## src/sv/dmpa_pkg.sv

```systemverilog
// Package of the DNA multi-pattern automaton: widths, command and status
// codes, and the types passed between the front and back modules.
// No dependencies.
package dmpa_pkg;

	localparam int NODE_W       = 10;
	localparam int MAX_NODES    = 1 << NODE_W;
	localparam int MAX_PATTERNS = 10;
	localparam int DEPTH_W      = 11;
	localparam int CMD_W        = 3;
	localparam int ROW_W        = 4 * NODE_W;

	localparam logic [DEPTH_W-1:0] DEPTH_SAT = {DEPTH_W{1'b1}};
	localparam logic [DEPTH_W-1:0] LEN_RESET = DEPTH_W'(1024);

	localparam logic [CMD_W-1:0] CMD_CLEAR   = 3'd0;
	localparam logic [CMD_W-1:0] CMD_INSERT  = 3'd1;
	localparam logic [CMD_W-1:0] CMD_BUILD   = 3'd2;
	localparam logic [CMD_W-1:0] CMD_MATCH   = 3'd3;
	localparam logic [CMD_W-1:0] CMD_RESTART = 3'd4;

	localparam logic [1:0] ST_OK      = 2'd0;
	localparam logic [1:0] ST_FULL    = 2'd1;
	localparam logic [1:0] ST_REFUSED = 2'd2;

	typedef enum logic [2:0] {
		OP_CLEAR,
		OP_INSERT,
		OP_BUILD,
		OP_MATCH,
		OP_RESTART,
		OP_NOP
	} op_kind_t;

	typedef struct packed {
		op_kind_t                kind;
		logic [1:0]              symbol;
		logic                    last;
		logic                    pat_ok;
		logic [MAX_PATTERNS-1:0] pat_bit;
	} op_t;

	typedef logic [3:0][NODE_W-1:0] row_t;

	typedef struct packed {
		logic [1:0]              status;
		logic [MAX_PATTERNS-1:0] mask;
		logic [NODE_W-1:0]       node;
		logic [NODE_W-1:0]       used;
	} res_t;

endpackage

```

## src/sv/dmpa_ifs.sv

```systemverilog
// Valid/ready channel interfaces for input words and result words.
// Depends on dmpa_pkg.
interface dmpa_in_if;
	logic                          valid;
	logic                          ready;
	logic [dmpa_pkg::CMD_W-1:0]    command;
	logic [1:0]                    symbol;
	logic [3:0]                    pattern_number;
	logic                          last_symbol;

	modport source(output valid, command, symbol, pattern_number, last_symbol, input ready);
	modport sink(input valid, command, symbol, pattern_number, last_symbol, output ready);
endinterface


```

## src/sv/dmpa_front.sv

```systemverilog
// Front end: accepts input words, decodes them into operations and holds
// them in a two-entry queue for the back end. Depends on dmpa_pkg, dmpa_ifs.
module dmpa_front (
	input  logic             clk,
	input  logic             arst_n,
	dmpa_in_if.sink          items,
	output logic             op_valid,
	input  logic             op_ready,
	output dmpa_pkg::op_t    op
);

	dmpa_pkg::op_t slot_q [2];
	logic          wr_q;
	logic          rd_q;
	logic [1:0]    cnt_q;
	dmpa_pkg::op_t dec;
	logic          push;
	logic          pop;

	always_comb begin
		dec.symbol  = items.symbol;
		dec.last    = items.last_symbol;
		dec.pat_ok  = (items.pattern_number != 4'd0) &&
			(items.pattern_number <= 4'(dmpa_pkg::MAX_PATTERNS));
		dec.pat_bit = dmpa_pkg::MAX_PATTERNS'(1) << (items.pattern_number - 4'd1);
		unique case (items.command)
			dmpa_pkg::CMD_CLEAR:   dec.kind = dmpa_pkg::OP_CLEAR;
			dmpa_pkg::CMD_INSERT:  dec.kind = dmpa_pkg::OP_INSERT;
			dmpa_pkg::CMD_BUILD:   dec.kind = dmpa_pkg::OP_BUILD;
			dmpa_pkg::CMD_MATCH:   dec.kind = dmpa_pkg::OP_MATCH;
			dmpa_pkg::CMD_RESTART: dec.kind = dmpa_pkg::OP_RESTART;
			default:               dec.kind = dmpa_pkg::OP_NOP;
		endcase
	end

	assign items.ready = (cnt_q != 2'd2);
	assign push        = items.valid && items.ready;
	assign op_valid    = (cnt_q != 2'd0);
	assign pop         = op_valid && op_ready;
	assign op          = slot_q[rd_q];

	always_ff @(posedge clk or negedge arst_n) begin
		if (!arst_n) begin
			wr_q  <= 1'b0;
			rd_q  <= 1'b0;
			cnt_q <= 2'd0;
		end else begin
			if (push) begin
				slot_q[wr_q] <= dec;
				wr_q         <= ~wr_q;
			end
			if (pop) begin
				rd_q <= ~rd_q;
			end
			if (push && !pop) begin
				cnt_q <= cnt_q + 2'd1;
			end else if (pop && !push) begin
				cnt_q <= cnt_q - 2'd1;
			end
		end
	end

endmodule

```

## src/flat_wrapper.sv

```systemverilog
// flat-port wrapper written by rule: the top's interface ports become plain ports
module dmpa_front_flat 
  (clk, arst_n, op_valid, op_ready, op, items_valid, items_command, items_symbol, items_pattern_number, items_last_symbol, items_ready);
  dmpa_in_if items_i ();
  input  logic clk;
  input  logic arst_n;
  output logic op_valid;
  input  logic op_ready;
  output dmpa_pkg::op_t op;
  input wire logic [$bits(items_i.valid)-1:0] items_valid;
  input wire logic [$bits(items_i.command)-1:0] items_command;
  input wire logic [$bits(items_i.symbol)-1:0] items_symbol;
  input wire logic [$bits(items_i.pattern_number)-1:0] items_pattern_number;
  input wire logic [$bits(items_i.last_symbol)-1:0] items_last_symbol;
  output wire logic [$bits(items_i.ready)-1:0] items_ready;
  assign items_i.valid = items_valid;
  assign items_i.command = items_command;
  assign items_i.symbol = items_symbol;
  assign items_i.pattern_number = items_pattern_number;
  assign items_i.last_symbol = items_last_symbol;
  assign items_ready = items_i.ready;
  dmpa_front u_core (.clk(clk), .arst_n(arst_n), .items(items_i), .op_valid(op_valid), .op_ready(op_ready), .op(op));
endmodule
```

## config.mk

```make
export PLATFORM = sky130hd
export DESIGN_NAME = dmpa_front_flat
export DESIGN_NICKNAME = d
export VERILOG_FILES = /design/src/sv/dmpa_pkg.sv /design/src/sv/dmpa_ifs.sv /design/src/sv/dmpa_front.sv /design/src/flat_wrapper.sv
export SDC_FILE = /design/constraint.sdc
export NUM_CORES = 1
export LEC_CHECK = 0
export ABC_AREA = 1
export BUFFER_PORTS_ARGS = -buffer_cell sky130_fd_sc_hd__buf_2
export CAP_MARGIN = 20
export CORE_MARGIN = 4
export CORE_UTILIZATION = 48
export CTS_CLUSTER_SIZE = 14
export DETAILED_ROUTE_END_ITERATION = 12
export PLACE_DENSITY = 0.76
export RECOVER_POWER = 25
export SLEW_MARGIN = 25
export SYNTH_ARGS = -nofsm -noshare
export SYNTH_HDL_FRONTEND = slang
export SYNTH_SLANG_ARGS = --single-unit
```

## constraint.sdc

```tcl
create_clock -name clk -period 1.97 [get_ports clk]
set_input_delay 0.394 -clock clk [delete_from_list [all_inputs] [get_ports clk]]
set_output_delay 0.394 -clock clk [all_outputs]
set_load 0.03 [all_outputs]
```

# Yosys cells after proc, flatten, opt, wreduce, memory -nomap -nowiden
# Memories as Yosys holds them, arrays and structs flattened.
# Index checks and enable logic that the tools add are counted.
totals:
  reg_bits: 4
  mem_bits_rw: 34
  in_bits: 14
  out_inout_bits: 19
  elab_cells: 33
  mem_count: 1
mem_list:
  columns: ["name", "depth", "width", "rd", "rd_ports_with_merged_regs", "wr", "line_no", "text"]
  rows:
  - ["u_core.slot_q", 2, 17, 1, 0, 1, "dmpa_front.sv:12", "dmpa_pkg::op_t slot_q [2];"]
op_classes:
  n_addsub: 3
  order_cmp: 1
  eq_ne: 5
  n_shift: 1
  n_mux: 5
  bitwise_logic: 2
  n_reduce_logical: 12
ops:
  columns: ["op", "n"]
  rows:
  - ["one-hot mux 3 bit (5 select lines)", 1]
  - ["<< shifter 1 x 4 -> 10 bit, first input constant", 1]
  - ["equality test 3 x 2 -> 1 bit, second input constant", 2]
  - ["logical AND 1 bit", 6]
  - ["<= comparator 4 bit, second input constant", 1]
  - ["2-to-1 mux 2 bit", 2]
  - ["nonzero test 2 bit", 2]
  - ["nonzero test 4 bit", 1]
  - ["subtractor 4 x 1 -> 4 bit, second input constant", 1]
  - ["equality test 3 x 1 -> 1 bit, second input constant", 1]
  - ["equality test 3 bit, second input constant", 1]
  - ["logical NOT 3 bit", 1]
  - ["adder 2 x 1 -> 2 bit, second input constant", 1]
  - ["logical NOT 1 bit", 2]
  - ["2-to-1 mux 1 bit", 2]
  - ["!= test 2 bit, second input constant", 1]
  - ["inverter 1 bit", 2]
  - ["subtractor 2 x 1 -> 2 bit, second input constant", 1]

# Logic depth before layout (Yosys ltp)
logic_depth:
  ltp_word: 6
  depth_mapped: 10
  ltp_nobuf: 10

# Least setup slack after synthesis
# Ideal clock, no wire load.
synth_timing:
  kind: "reg-to-reg"
  from: "reg u_core.cnt_q[0]"
  to: "mem u_core.slot_q[1][0] in the netlist's numbering (enable)"
  setup_time_ns: 0.412
  arrival_time_ns: 1.827
  required_ns: 1.558
  path_slack_ns: -0.269
  stages_incl_launch_ff: 5
  cell_sequence: "dfrtp_1 -> inv_2 -> nand2_4 -> nand2_4 -> nor3_1"
synth_between:
  elab_chain_cells: 5
synth_lines:
  columns: ["element", "line_no", "text"]
  rows:
  - ["from (decl)", "dmpa_front.sv:15", "logic [1:0] cnt_q;"]
  - ["from (signal assigned)", "dmpa_front.sv:56", "cnt_q <= cnt_q + 2'd1;"]
  - ["from (signal assigned)", "dmpa_front.sv:58", "cnt_q <= cnt_q - 2'd1;"]
  - ["!= test 2 bit", "dmpa_front.sv:36", "assign items.ready = (cnt_q != 2'd2);"]
  - ["named net items_ready", "flat_wrapper.sv:15", "output wire logic [$bits(items_i.ready)-1:0] items_ready;"]
  - ["logical AND 1 bit", "dmpa_front.sv:37", "assign push = items.valid && items.ready;"]
  - ["2-to-1 mux 1 bit", "dmpa_front.sv:48", "if (push) begin"]
  - ["logical AND 1 bit (not written as such)", "dmpa_front.sv:49", "slot_q[wr_q] <= dec;"]
  - ["2-to-1 mux 1 bit (not written as such)", "dmpa_front.sv:49", null]
  - ["to (decl)", "dmpa_front.sv:12", null]
# The timed path passes the listed nets, and every way through them passes these cells.

# Worst setup path in the final report
layout_timing:
  from: "in arst_n"
  to: "mem u_core.slot_q[0][10] in the netlist's numbering (enable)"
layout_between:
  elab_chain_cells: 2
layout_lines:
  columns: ["element", "line_no", "text"]
  rows:
  - ["from (decl)", "flat_wrapper.sv:6", "input logic arst_n;"]
  - ["logical AND 1 bit (not written as such)", "dmpa_front.sv:49", null]
  - ["2-to-1 mux 1 bit (not written as such)", "dmpa_front.sv:49", null]
# No other way between the ends.

==> flow_metrics.env <==
export IMPL_clockBufferDepth=2
export IMPL_ys_ff_latch=38
export IMPL_ant_nets=0
export IMPL_place_hpwl_mm=2.203
export IMPL_synth_area_leaders="edfxtp_1, nand2_1, dfrtp_1"
export IMPL_timing_rr_end="u_core.slot_q[0][10]$_DFFE_PP_"
export IMPL_die_h_um=65.85
export IMPL_track_usage_pct=15.38
export IMPL_synthArstFlopShare_pct=10.53
export IMPL_vias_per_cell=4.802
export IMPL_critical_path_arrival_ns=1.80
export IMPL_drc_errors=0
export IMPL_clk_latency_ns=0.32
export IMPL_syn_to_final_growth_pct=18.22
export IMPL_status="finished clean"
export IMPL_cts_num_sinks=38
export IMPL_crit_buf_inv=4
export IMPL_grt_setup_unrepaired="no"
export IMPL_synth_distinct_cells=22
export IMPL_power_leakage_nw=0.8501
export IMPL_slew_headroom_pct=75.04
export IMPL_diodes=0
export IMPL_placed_area_mm2=0.001836
export IMPL_final_setup_tns_ns=0
export IMPL_first_global_vias=1141
export IMPL_syn_area_mm2=0.001607
export IMPL_yosysWarnings=0
export IMPL_worstRegToRegCells=7
export IMPL_cp_max_fo=12
export IMPL_finalMaxSlewViolations=0
export IMPL_path_clk_slew_ns=0.11
export IMPL_die_area_mm2=0.004336
export IMPL_vias=1114
export IMPL_htreeDepth=2
export IMPL_crit_end="u_core.slot_q[0][10]$_DFFE_PP_"
export IMPL_fin_area_mm2=0.001899
export IMPL_synth_flop_cell="edfxtp_1"
export IMPL_floorplan_initialDensity_pct=51.36
export IMPL_cts_made_buffers=5
export IMPL_grt_start_max_net_pins=19
export IMPL_syn_avg_cell_area_um2=10.93
export IMPL_setup_viol=0
export IMPL_hp_class="in2reg"
export IMPL_antenna_found_initial=0
export IMPL_synth_most_common_cell="nand2_1"
export IMPL_drive_above_1_share_pct=25.00
export IMPL_drtPass1Iterations=4
export IMPL_synth_common_cells="nand2_1, edfxtp_1, nor2_1"
export IMPL_skew_ns=0.007382
export IMPL_drv_cap=0
export IMPL_io_pins=33
export IMPL_min_from="items_symbol[0]"
export IMPL_synth_top_cell_area_share_pct=63.55
export IMPL_critical_path_depth=5
export IMPL_routed_wl_mm=2.943
export IMPL_crit_path_cell_trace="dlygate4sd3_1 -> clkbuf_1 -> inv_1 -> nor2_2 -> buf_12"
export IMPL_ir_worst_vdd_v=0.0006716
export IMPL_tritoncts="yes"
export IMPL_critPathKind="in2reg"
export IMPL_nNetsFinal=202
export IMPL_synth_edf_count=34
export IMPL_crit_start="arst_n"
export IMPL_critPathTopFamily="buffers and inverters"
export IMPL_std_cell_rows=20
export IMPL_slowest_delay_ns=0.53
export IMPL_end_kind="flip-flop"
export IMPL_power_density_mw_per_mm2=1393
export IMPL_crit_path_top_delay_cell="dlygate4sd3_1"
export IMPL_r2r_slack_ns=0.45
export IMPL_wl_per_cell_um=12.69
export IMPL_drtIter0Drc=49
export IMPL_grt_pass1_wl_mm=5.009
export IMPL_worst_ep_required_time_ns=2.01
export IMPL_fmax_mhz=566.2
export IMPL_coreArea_mm2=0.003128
export IMPL_port_buffers=32
export IMPL_min_period_over_period_pct=89.65
export IMPL_hold_viol=0
export IMPL_netlist_instances=147
export IMPL_min_period_ns=1.766
export IMPL_tightest_slew_ns=0.3740
export IMPL_globalplace_congestion=0.7516
export IMPL_worstSetupStartpointType="input port"
export IMPL_die_w_um=65.85
export IMPL_syn_nets=162
export IMPL_yosysTopAreaCell="edfxtp_1"
export IMPL_cts_root_buffer_cell="clkbuf_4"
export IMPL_overflow=0
export IMPL_r2r_start="u_core.cnt_q[0]$_DFFE_PN0P_"
export IMPL_ys_seq_area_share_pct=69.78
## what timing repair did
action / in CTS / in global routing
resized for setup: 0 / 1
setup buffers: 0 / 0
endpoints found under the hold margin: 4 / 0
endpoints found under the setup margin: 0 / 1
hold buffers: 1 / 0
## worst register-to-register path, cell delays in order, from the launching register on
cell	delay, ns
dfrtp_1	0.42
inv_2	0.08
nand2_4	0.07
nand2_4	0.05
clkinv_2	0.06
nand2_2	0.06
nor2_2	0.30
buf_12	0.20
## through the flow
stage / util (%) / setup WS, ns / power [mW] / instances / hold slack, ns
floorplan: - / 0.2575 / 1.966 / 147 / 0.09841
global placement: 58.68 / 0.4775 / 2.238 / 223 / 0.2031
detailed placement: 58.68 / 0.4770 / 2.279 / 223 / 0.2072
CTS: 60.88 / 0.1186 / 2.680 / 232 / 0.2361
global route: 60.72 / 0.09966 / 2.832 / 232 / 0.2048
finish: 60.72 / 0.2038 / 2.646 / 232 / 0.2498
## sequential cells by signal, summed over array words and instances, names as in the netlist
register	count
u_core.slot_q	34
u_core.cnt_q	2
u_core.rd_q	1
u_core.wr_q	1
## how the worst min path moves through the flow
stage	end	slack (ns)	depth (start not counted)
floorplan	u_core.cnt_q[0]$_DFFE_PN0P_	0.1	0
global placement	u_core.cnt_q[1]$_DFFE_PN0P_	0.20	1
finish	u_core.slot_q[1][12]$_DFFE_PP_	0.25	1
detailed placement	u_core.cnt_q[1]$_DFFE_PN0P_	0.21	1
global route	u_core.slot_q[1][12]$_DFFE_PP_	0.20	1
CTS	u_core.slot_q[1][12]$_DFFE_PP_	0.24	1
## metal layers
metal	up-vias	wire length, um	track usage (%)
met4	0	0	2.332
met1	544	1148	16.48
met5	-	0	0
met3	0	119	6.122
met2	18	1675	28.66
li1	552	-	-
## power by group
group          total, mW  internal, mW  switching, mW
Combinational       1.15         0.325          0.827
Clock              0.398         0.176          0.222
Sequential          1.10          1.02         0.0759
Total               2.65          1.52           1.12
## layout by cell type (no fill, tap or decap), types with 2 or more instances in the layout
| master | count |
|---|---|
| nand2_1 | 65 |
| edfxtp_1 | 34 |
| buf_2 | 27 |
| nor2_1 | 12 |
| inv_1 | 10 |
| clkbuf_1 | 7 |
| clkbuf_4 | 5 |
| nand3_1 | 3 |
| buf_4 | 3 |
| dfrtp_1 | 3 |
| nand2_4 | 2 |
| nand2_2 | 2 |
## cell families after synthesis
kind of cell | after synthesis | share of synthesized area, %
compound gates | 2 | 0.9349
xor+xnor | 1 | 0.5453
fa+ha+maj | 1 | 0.7787
buf+inv | 17 | 5.374
flops | 38 | 69.78
simple gates | 88 | 22.59
## final cells by class
type,instances,area [um^2]
clock buffers,8,58.81
fillers,262,1229
inverters,13,52.55
multi-input cells,92,404.1
flip-flops and latches,38,1122
well taps,44,55.05
repair buffers,37,206.4
(Power assumes the default switching activity.)
